===== src/rtl/core/lru_pkg.sv =====
// ----------------------------------------------------------------------------
// lru_pkg
// shared types and constants of the lru page replacement unit
// ----------------------------------------------------------------------------
package lru_pkg;

	// configuration register and result field widths
	localparam int CFG_W         = 6;
	localparam int FRAME_INDEX_W = 5;
	localparam int HIT_W         = 16;

	// frames_in_use after reset
	localparam logic [CFG_W-1:0] CFG_FRAMES_RESET = 6'd8;

	// sequencer states
	typedef enum logic [2:0] {
		ST_IDLE = 3'b001,
		ST_LOOK = 3'b010,
		ST_UPD  = 3'b100
	} lru_state_t;

	// control broadcast from the sequencer to every frame cell
	typedef struct packed {
		logic clear;   // configuration write: drop every frame
		logic look;    // compare cycle: latch per-cell flags
		logic update;  // update cycle: write target, age the others
		logic full;    // every active frame holds a page
		logic hit;     // registered hit of the current transaction
	} lru_ctl_t;

endpackage


===== src/rtl/core/lru_frame_cell.sv =====
// ----------------------------------------------------------------------------
// lru_frame_cell
// one page frame: page, valid, recency rank and the link to its neighbor
// ----------------------------------------------------------------------------
module lru_frame_cell import lru_pkg::*; #(
	parameter int MAX_FRAMES = 32,
	parameter int PAGE_BITS  = 16,
	parameter int IDX        = 0
) (
	input  logic                                 clk,
	input  logic                                 arst_n,
	input  lru_ctl_t                             ctl,
	input  logic [PAGE_BITS-1:0]                 page,
	input  logic [$clog2(MAX_FRAMES+1)-1:0]      count,
	input  logic [$clog2(MAX_FRAMES+1)-1:0]      last_rank,
	input  logic [$clog2(MAX_FRAMES+1)-1:0]      limit,
	// chain from the lower neighbor
	input  logic                                 hit_i,
	input  logic [$clog2(MAX_FRAMES)-1:0]        hit_rank_i,
	input  logic [$clog2(MAX_FRAMES)-1:0]        hit_idx_i,
	input  logic [$clog2(MAX_FRAMES)-1:0]        miss_idx_i,
	input  logic [PAGE_BITS-1:0]                 ev_page_i,
	// chain to the upper neighbor
	output logic                                 hit_o,
	output logic [$clog2(MAX_FRAMES)-1:0]        hit_rank_o,
	output logic [$clog2(MAX_FRAMES)-1:0]        hit_idx_o,
	output logic [$clog2(MAX_FRAMES)-1:0]        miss_idx_o,
	output logic [PAGE_BITS-1:0]                 ev_page_o
);

	localparam int RANK_W = $clog2(MAX_FRAMES);
	localparam int CNT_W  = $clog2(MAX_FRAMES + 1);
	localparam logic [CNT_W-1:0]  IDX_CNT = CNT_W'(IDX);
	localparam logic [RANK_W-1:0] IDX_SEL = RANK_W'(IDX);

	logic [PAGE_BITS-1:0] page_q;
	logic                 valid_q;
	logic [RANK_W-1:0]    rank_q;
	logic                 match_q;
	logic                 fill_q;
	logic                 evict_q;

	logic match;
	logic fill;
	logic evict;
	logic target;

	assign match  = valid_q && (page_q == page);
	assign fill   = !ctl.full && (count == IDX_CNT);
	assign evict  = ctl.full && valid_q && (CNT_W'(rank_q) == last_rank);
	assign target = match_q || (!ctl.hit && (fill_q || evict_q));

	// neighbor chain: at most one cell contributes to each field
	assign hit_o      = hit_i | match;
	assign hit_rank_o = hit_rank_i | (match ? rank_q : '0);
	assign hit_idx_o  = hit_idx_i | (match ? IDX_SEL : '0);
	assign miss_idx_o = miss_idx_i | ((fill || evict) ? IDX_SEL : '0);
	assign ev_page_o  = ev_page_i | (evict ? page_q : '0);

	always_ff @(posedge clk or negedge arst_n) begin
		if (!arst_n) begin
			valid_q <= 1'b0;
			rank_q  <= '0;
			match_q <= 1'b0;
			fill_q  <= 1'b0;
			evict_q <= 1'b0;
		end else if (ctl.clear) begin
			valid_q <= 1'b0;
			rank_q  <= '0;
		end else if (ctl.look) begin
			match_q <= match;
			fill_q  <= fill;
			evict_q <= evict;
		end else if (ctl.update) begin
			if (target) begin
				valid_q <= 1'b1;
				rank_q  <= '0;
			end else if (valid_q && (CNT_W'(rank_q) < limit)) begin
				rank_q <= rank_q + 1'b1;
			end
		end
	end

	always_ff @(posedge clk) begin
		if (ctl.clear) begin
			page_q <= '0;
		end else if (ctl.update && target) begin
			page_q <= page;
		end
	end

endmodule


===== src/rtl/core/lru_page_replacement_unit.sv =====
// ----------------------------------------------------------------------------
// lru_page_replacement_unit
// fully associative lru page-frame store built as a row of frame cells
// ----------------------------------------------------------------------------
// Each input transaction carries one page number and returns one result
// transaction. Inside the block a transaction passes a look cycle, in which
// every frame cell compares its page at once and the hit, the hit rank, the
// frame chosen on a miss and the page to evict ripple from cell to cell along
// the row, and an update cycle, in which the target cell takes the page with
// rank 0 and the other valid cells age. The result lands in an output
// register, so the next page is taken in the update cycle while the output
// side keeps up; a stalled result holds the update cycle until the register
// frees. Valid frames always form a prefix of the row, so the first empty
// frame is the one at the fill count, and the frame to evict is the one whose
// rank is frames in use minus one. Writing frames_in_use (0 acts as 1, values
// above MAX_FRAMES act as MAX_FRAMES) drops every frame in that same cycle;
// the hit count is kept.
// ----------------------------------------------------------------------------
module lru_page_replacement_unit import lru_pkg::*; #(
	parameter int MAX_FRAMES = 32,
	parameter int PAGE_BITS  = 16
) (
	input  logic                     clk,
	input  logic                     arst_n,
	// configuration write
	input  logic                     cfg_wr_en,
	input  logic [CFG_W-1:0]         cfg_wr_data,
	// input transactions
	input  logic                     in_valid,
	output logic                     in_stall,
	input  logic [PAGE_BITS-1:0]     page_number,
	// result transactions
	output logic                     out_valid,
	input  logic                     out_stall,
	output logic                     hit,
	output logic [FRAME_INDEX_W-1:0] frame_index,
	output logic                     evicted_valid,
	output logic [PAGE_BITS-1:0]     evicted_page,
	output logic [HIT_W-1:0]         hit_total
);

	localparam int RANK_W = $clog2(MAX_FRAMES);
	localparam int CNT_W  = $clog2(MAX_FRAMES + 1);
	localparam int CMP_W  = (CNT_W > CFG_W) ? CNT_W : CFG_W;
	localparam logic [CMP_W-1:0] MAX_CMP = CMP_W'(MAX_FRAMES);

	// clamp a frames_in_use value to 1..MAX_FRAMES
	function automatic logic [CNT_W-1:0] active_count(input logic [CFG_W-1:0] v);
		logic [CMP_W-1:0] w;
		logic [CMP_W-1:0] r;
		begin
			w = CMP_W'(v);
			if (w == '0) begin
				r = CMP_W'(1);
			end else if (w > MAX_CMP) begin
				r = MAX_CMP;
			end else begin
				r = w;
			end
			return CNT_W'(r);
		end
	endfunction

	lru_state_t state_q;

	logic [CNT_W-1:0]     n_q;      // active frames
	logic [CNT_W-1:0]     count_q;  // valid frames, always a prefix of the row
	logic [PAGE_BITS-1:0] page_q;
	logic [HIT_W-1:0]     hit_cnt_q;

	// look cycle results
	logic                 hit_s1;
	logic [RANK_W-1:0]    hit_rank_s1;
	logic [RANK_W-1:0]    hit_idx_s1;
	logic [RANK_W-1:0]    miss_idx_s1;
	logic [PAGE_BITS-1:0] ev_page_s1;

	// output register
	logic                     out_valid_q;
	logic                     hit_q;
	logic [FRAME_INDEX_W-1:0] frame_index_q;
	logic                     evicted_valid_q;
	logic [PAGE_BITS-1:0]     evicted_page_q;
	logic [HIT_W-1:0]         hit_total_q;

	logic             can_finish;
	logic             in_take;
	logic             full;
	logic [CNT_W-1:0] last_rank;
	logic [CNT_W-1:0] limit;
	logic [HIT_W-1:0] hit_cnt_next;
	logic             ev_valid;
	lru_ctl_t         ctl;

	// neighbor chain between the cells
	logic                 ch_hit      [MAX_FRAMES+1];
	logic [RANK_W-1:0]    ch_hit_rank [MAX_FRAMES+1];
	logic [RANK_W-1:0]    ch_hit_idx  [MAX_FRAMES+1];
	logic [RANK_W-1:0]    ch_miss_idx [MAX_FRAMES+1];
	logic [PAGE_BITS-1:0] ch_ev_page  [MAX_FRAMES+1];

	// update cycle may retire when the output register is free or draining
	assign can_finish = !out_valid_q || !out_stall;
	assign in_stall   = !((state_q == ST_IDLE) || ((state_q == ST_UPD) && can_finish));
	assign in_take    = in_valid && !in_stall;

	assign full      = (count_q == n_q);
	assign last_rank = n_q - 1'b1;

	// ranks below the limit age by one
	always_comb begin
		if (hit_s1) begin
			limit = CNT_W'(hit_rank_s1);
		end else if (full) begin
			limit = last_rank;
		end else begin
			limit = count_q;
		end
	end

	assign ev_valid     = !hit_s1 && full;
	assign hit_cnt_next = (hit_s1 && (hit_cnt_q != '1)) ? hit_cnt_q + 1'b1 : hit_cnt_q;

	always_comb begin
		ctl.clear  = cfg_wr_en;
		ctl.look   = (state_q == ST_LOOK);
		ctl.update = (state_q == ST_UPD) && can_finish;
		ctl.full   = full;
		ctl.hit    = hit_s1;
	end

	// chain head
	assign ch_hit[0]      = 1'b0;
	assign ch_hit_rank[0] = '0;
	assign ch_hit_idx[0]  = '0;
	assign ch_miss_idx[0] = '0;
	assign ch_ev_page[0]  = '0;

	for (genvar i = 0; i < MAX_FRAMES; i++) begin : g_cell
		lru_frame_cell #(
			.MAX_FRAMES (MAX_FRAMES),
			.PAGE_BITS  (PAGE_BITS),
			.IDX        (i)
		) u_cell (
			.clk        (clk),
			.arst_n     (arst_n),
			.ctl        (ctl),
			.page       (page_q),
			.count      (count_q),
			.last_rank  (last_rank),
			.limit      (limit),
			.hit_i      (ch_hit[i]),
			.hit_rank_i (ch_hit_rank[i]),
			.hit_idx_i  (ch_hit_idx[i]),
			.miss_idx_i (ch_miss_idx[i]),
			.ev_page_i  (ch_ev_page[i]),
			.hit_o      (ch_hit[i+1]),
			.hit_rank_o (ch_hit_rank[i+1]),
			.hit_idx_o  (ch_hit_idx[i+1]),
			.miss_idx_o (ch_miss_idx[i+1]),
			.ev_page_o  (ch_ev_page[i+1])
		);
	end

	// sequencer, frame count and hit counter
	always_ff @(posedge clk or negedge arst_n) begin
		if (!arst_n) begin
			state_q   <= ST_IDLE;
			n_q       <= active_count(CFG_FRAMES_RESET);
			count_q   <= '0;
			hit_cnt_q <= '0;
		end else begin
			if (cfg_wr_en) begin
				n_q     <= active_count(cfg_wr_data);
				count_q <= '0;
			end
			case (state_q)
				ST_IDLE: begin
					if (in_take) begin
						state_q <= ST_LOOK;
					end
				end
				ST_LOOK: begin
					state_q <= ST_UPD;
				end
				ST_UPD: begin
					if (can_finish) begin
						hit_cnt_q <= hit_cnt_next;
						if (!hit_s1 && !full) begin
							count_q <= count_q + 1'b1;
						end
						state_q <= in_take ? ST_LOOK : ST_IDLE;
					end
				end
				default: begin
					state_q <= ST_IDLE;
				end
			endcase
		end
	end

	// page of the transaction in flight
	always_ff @(posedge clk) begin
		if (in_take) begin
			page_q <= page_number;
		end
	end

	// end of the chain, captured in the look cycle
	always_ff @(posedge clk or negedge arst_n) begin
		if (!arst_n) begin
			hit_s1 <= 1'b0;
		end else if (ctl.look) begin
			hit_s1 <= ch_hit[MAX_FRAMES];
		end
	end

	always_ff @(posedge clk) begin
		if (ctl.look) begin
			hit_rank_s1 <= ch_hit_rank[MAX_FRAMES];
			hit_idx_s1  <= ch_hit_idx[MAX_FRAMES];
			miss_idx_s1 <= ch_miss_idx[MAX_FRAMES];
			ev_page_s1  <= ch_ev_page[MAX_FRAMES];
		end
	end

	// output register
	always_ff @(posedge clk or negedge arst_n) begin
		if (!arst_n) begin
			out_valid_q <= 1'b0;
		end else if (ctl.update) begin
			out_valid_q <= 1'b1;
		end else if (out_valid_q && !out_stall) begin
			out_valid_q <= 1'b0;
		end
	end

	always_ff @(posedge clk) begin
		if (ctl.update) begin
			hit_q           <= hit_s1;
			frame_index_q   <= FRAME_INDEX_W'(hit_s1 ? hit_idx_s1 : miss_idx_s1);
			evicted_valid_q <= ev_valid;
			evicted_page_q  <= ev_valid ? ev_page_s1 : '0;
			hit_total_q     <= hit_cnt_next;
		end
	end

	assign out_valid     = out_valid_q;
	assign hit           = hit_q;
	assign frame_index   = frame_index_q;
	assign evicted_valid = evicted_valid_q;
	assign evicted_page  = evicted_page_q;
	assign hit_total     = hit_total_q;

endmodule


===== config.mk =====
export PLATFORM = sky130hd
export DESIGN_NAME = lru_page_replacement_unit
export DESIGN_NICKNAME = d
export VERILOG_FILES = /design/src/rtl/core/lru_pkg.sv /design/src/rtl/core/lru_frame_cell.sv /design/src/rtl/core/lru_page_replacement_unit.sv
export SDC_FILE = /design/constraint.sdc
export NUM_CORES = 2
export LEC_CHECK = 0
export BUFFER_PORTS_ARGS = -buffer_cell sky130_fd_sc_hd__buf_2
export CORE_ASPECT_RATIO = 1.1
export CORE_MARGIN = 1
export CORE_UTILIZATION = 45
export DETAILED_ROUTE_END_ITERATION = 12
export MAX_ROUTING_LAYER = met4
export PLACE_DENSITY = 0.62
export SLEW_MARGIN = 20
export SYNTH_ARGS = -nofsm -noshare
export SYNTH_HDL_FRONTEND = slang
export SYNTH_SLANG_ARGS = --single-unit

===== constraint.sdc =====
create_clock -name clk -period 9.2 [get_ports clk]
set_input_delay 2.76 -clock clk [delete_from_list [all_inputs] [get_ports clk]]
set_output_delay 2.76 -clock clk [all_outputs]
set_load 0.1 [all_outputs]

==> qor.log <==
qor: status.status finished with violations
qor: status.violations_in_the_final_reports design-rule violations
qor: logic_synthesis.synth_seq_cells 919
qor: global_route.antenna_found_initial 12
qor: logic_synthesis.muxShareOfSynthArea 5.16%
qor: detailed_routing.initialDrtViolationCount 7,386
qor: logic_synthesis.ys.flop_type sky130_fd_sc_hd__dfxtp_1
qor: global_route.grt_util_all_layers 41.2%
qor: timing.fin_skew 59.1 ps
qor: timing.max_slew.worst_pin.slew 1320 ps
qor: clock_network.clock-root-buffer sky130_fd_sc_hd__clkbuf_16
qor: worst_setup_path.setup.worst_path.start out_stall
qor: timing.timing.setup.tns 0 ps
qor: min_path.whs_path_depth 2
qor: clock_network.tritoncts done
qor: clock_network.cts_resized 0
qor: worst_setup_path.rr_startpoint n_q[0]
qor: worst_setup_path.crit_path_end in_stall
qor: global_route.first_global_vias 44,900
qor: detailed_routing.1st_pass_router_iterations 11
qor: worst_setup_path.data_arrival_at_the_endpoint_of_the_critical_path 3620 ps
qor: timing.fin_crit_sh 69.3%
qor: logic_synthesis.post_synth_num_cell_types 86
qor: clock_network.tritoncts.num_buffers 105
qor: detailed_routing.route.vias.total 49,200
qor: timing.final_slew_viol_count 0
qor: clock_network.clock_transition_time_at_the_flip_flop_clock_pins_of_the_worst_setup_and_hold_paths 60 ps
qor: timing.report.final.setup_viol 0
qor: global_route.global_route_wire_length_before_repair 339,000 µm
qor: pwr.fin_total_pwr 11.5 mW
qor: die.core_region_area 116,000 µm²
qor: logic_synthesis.post_synth_inst_count 5,990
qor: placed_design.dp_hpwl 169,000 µm
qor: detailed_routing.finalWirelength 241,000 µm
qor: layout.total_nets_final 6,070
qor: die.chipHeight 361 µm
qor: timing.maxSlewHeadroom 12.3%
qor: placed_design.numPortBuffers 67
qor: layout.nFillCells 10,900
qor: clock_network.cts_htree_levels 3
qor: worst_setup_path.setup.reg_to_reg.worst_slack 3420 ps
qor: detailed_routing.route.antenna.remaining_nets 0
qor: min_path.min-delay-path-class flop to flop
qor: logic_synthesis.post_synth.cell_area_avg 8.79 µm²
qor: timing.finalHoldViolations 0
qor: worst_setup_path.reg2regPathDepth 14
qor: logic_synthesis.yosys_warnings 0
qor: logic_synthesis.yosysTopAreaCell sky130_fd_sc_hd__dfxtp_1
qor: logic_synthesis.synth_top_area_share 19.5%
qor: detailed_routing.drc_violations 4
qor: pwr.irDropWorstVdd 0.247 mV
qor: logic_synthesis.synthArstFlopShare 34.9%
qor: logic_synthesis.synth_compound_gate_area_share 14.5%
qor: detailed_routing.route.detailed.vias_per_inst 6.55
qor: worst_setup_path.setup.worst_path.start_class primary input
qor: worst_setup_path.endpoint_kind output port
qor: global_route.grt_start_max_net_pins 200
qor: logic_synthesis.synth.cells.most_frequent sky130_fd_sc_hd__nand2_1, sky130_fd_sc_hd__dfxtp_1, sky130_fd_sc_hd__nor2_1
qor: flow_run.maxCapViolCount 0
qor: pwr.power.leakage 24.7 nW
qor: logic_synthesis.post_synth_and_or_nand_nor_area_fraction 20.4%
qor: logic_synthesis.synth-adder-area-share 3.94%
qor: detailed_routing.routedWlPerCell 32.1 µm
qor: worst_setup_path.critPathMaxFanout 4
qor: clock_network.postCtsSetupRepairBufs 0
qor: logic_synthesis.syn_nets 6,183
qor: worst_setup_path.cp.required 6440 ps
qor: logic_synthesis.netlist_top_cells_area sky130_fd_sc_hd__dfxtp_1, sky130_fd_sc_hd__dfrtp_1, sky130_fd_sc_hd__nand2_1
qor: timing.grt_setup_unrepaired false
qor: die.std_cell_rows 131
qor: pwr.power.density 195 nW/µm²
qor: layout.post_route_cells_drive_above_1_share 8.65%
qor: clock_network.holdBufCountCts 0
qor: logic_synthesis.leading_cell_type_by_number_of_instances_after_synthesis sky130_fd_sc_hd__nand2_1
qor: layout.areaGrowthSynthToFinish 11.7%
qor: clock_network.clock_insertion_delay_at_the_later_pin_of_the_skew_report 770 ps
qor: logic_synthesis.synth_xor_xnor_area_share 12.6%
qor: die.design.portCount 68
qor: logic_synthesis.synth_enable_flop_cells 86
qor: placed_design.place_congestion 1.10
qor: logic_synthesis.seq_area_frac_synth 39.6%
qor: timing.post-route-min-period 6380 ps
qor: timing.max_freq 157 MHz
qor: worst_setup_path.timing.setup.critical_path_class primary input to output port
qor: logic_synthesis.syn_area 52,700 µm²
qor: die.chipWidth 328 µm
qor: die.initial_core_util 45.4%
qor: clock_network.clkSinkCount 919
qor: clock_network.ctsLongestPathBuffers 3
qor: die.total_die_area 118,000 µm²
qor: worst_setup_path.worstReg2RegEnd g_cell[20].u_cell.rank_q[4]
qor: global_route.overflow 0
qor: logic_synthesis.main_combinational_cell_family_by_area_after_synthesis simple AND/OR/NAND/NOR gates
## cells by family after synthesis
kind of cell,Yosys count
simple gates,2278
buf+inv,505
xor+xnor,711
compound gates,1142
fa+ha+maj,166
mux,269
flops,919
## per-stage QoR
step           cell area, µm²  worst slack [ps]  hold slack [ps]  instances  utilization [%]
2_1_floorplan           52700              2110              423       5990                -
3_3_place_gp            54900              2800              439       7297             47.3
3_5_place_dp            55000              2820              447       7297             47.4
4_1_cts                 58700              2820              459       7495             50.6
5_1_grt                 58800              2760              477       7504             50.7
6_report                58800              2820              458       7507             50.7
## registers in the layout, summed over array words and instances (netlist names), 3 cells and up
signal and flops:
g_cell.u_cell.page_q 512, g_cell.u_cell.rank_q 160, g_cell.u_cell.evict_q 32, g_cell.u_cell.fill_q 32
g_cell.u_cell.match_q 32, g_cell.u_cell.valid_q 32, ev_page_s1 16, evicted_page 16
hit_cnt_q 16, hit_total 16, page_q 16, count_q 6
n_q 6, frame_index 5, hit_idx_s1 5, hit_rank_s1 5
miss_idx_s1 5, state_q 3
## metal layers
metal | GRT usage, % | share of wire, % | vias up
li1 | - | - | 21100
met5 | - | 0 | -
met4 | 32.2 | 9.7 | 0
met2 | 58.4 | 42 | 3213
met3 | 9.09 | 11 | 894
met1 | 50.5 | 37 | 23900
## placed cells by master, fill, tap and decap left out, drive strengths merged, types with 17 or more instances in the layout
| cell | Yosys | final |
|---|---|---|
| or4 | 34 | 34 |
| a211o | 39 | 39 |
| clkbuf | 352 | 147 |
| nand2 | 888 | 888 |
| xnor3 | 30 | 30 |
| nor4 | 117 | 117 |
| clkinv | 0 | 29 |
| o21ai | 151 | 151 |
| inv | 72 | 75 |
| a21oi | 417 | 417 |
| nand4 | 167 | 167 |
| nand3 | 323 | 323 |
| a22oi | 151 | 151 |
| mux2 | 19 | 19 |
| nor3 | 88 | 88 |
| dfrtp | 319 | 319 |
| or2 | 17 | 17 |
| o211ai | 19 | 19 |
| a222oi | 23 | 23 |
| o21bai | 31 | 31 |
| nor2 | 428 | 428 |
| edfxtp | 86 | 86 |
| or3 | 57 | 57 |
| and3 | 36 | 36 |
| ha | 166 | 166 |
| mux2i | 250 | 250 |
| o21a | 23 | 23 |
| xnor2 | 303 | 303 |
| a21o | 17 | 17 |
| a221oi | 67 | 67 |
| dfxtp | 512 | 512 |
| and2 | 45 | 45 |
| xor2 | 378 | 378 |
| a22o | 80 | 80 |
| buf | 81 | 213 |
| a2111oi | 25 | 25 |
## worst max-delay path: stages
cell and delay (ps):
sky130_fd_sc_hd__buf_2 110, sky130_fd_sc_hd__a21oi_1 70, sky130_fd_sc_hd__o21bai_1 210, sky130_fd_sc_hd__buf_2 470
## cell type report
cell class | instances | area, µm² | share of cell area, %
Tap cell | 1529 | 1910 | 3.25
Antenna cell | 10 | 25.0 | 0.0425
Clock buffer | 147 | 3020 | 5.14
Inverter | 72 | 278 | 0.472
Sequential cell | 919 | 20900 | 35.5
Multi-Input combinational cell | 4566 | 30400 | 51.7
Timing Repair Buffer | 213 | 1570 | 2.67
Clock inverter | 51 | 752 | 1.28
## where the power goes
part	switching (mW)	internal [mW]	total, mW
Clock	1.91	2.70	4.61
Sequential	0.103	4.16	4.26
Combinational	1.85	0.759	2.61
## worst min path at each step
| stage | endpoint | slack (ps) | startpoint |
|---|---|---|---|
| after floorplan | hit | 420 | hit_s1 |
| after global placement | g_cell[2].u_cell.match_q | 440 | g_cell[2].u_cell.match_q |
| after detailed placement | g_cell[14].u_cell.match_q | 450 | g_cell[14].u_cell.match_q |
| after CTS | g_cell[14].u_cell.match_q | 460 | g_cell[14].u_cell.match_q |
| after global routing | g_cell[6].u_cell.match_q | 480 | g_cell[6].u_cell.match_q |
| final | g_cell[1].u_cell.match_q | 460 | g_cell[1].u_cell.match_q |
Power figures use the tool's default switching activity.
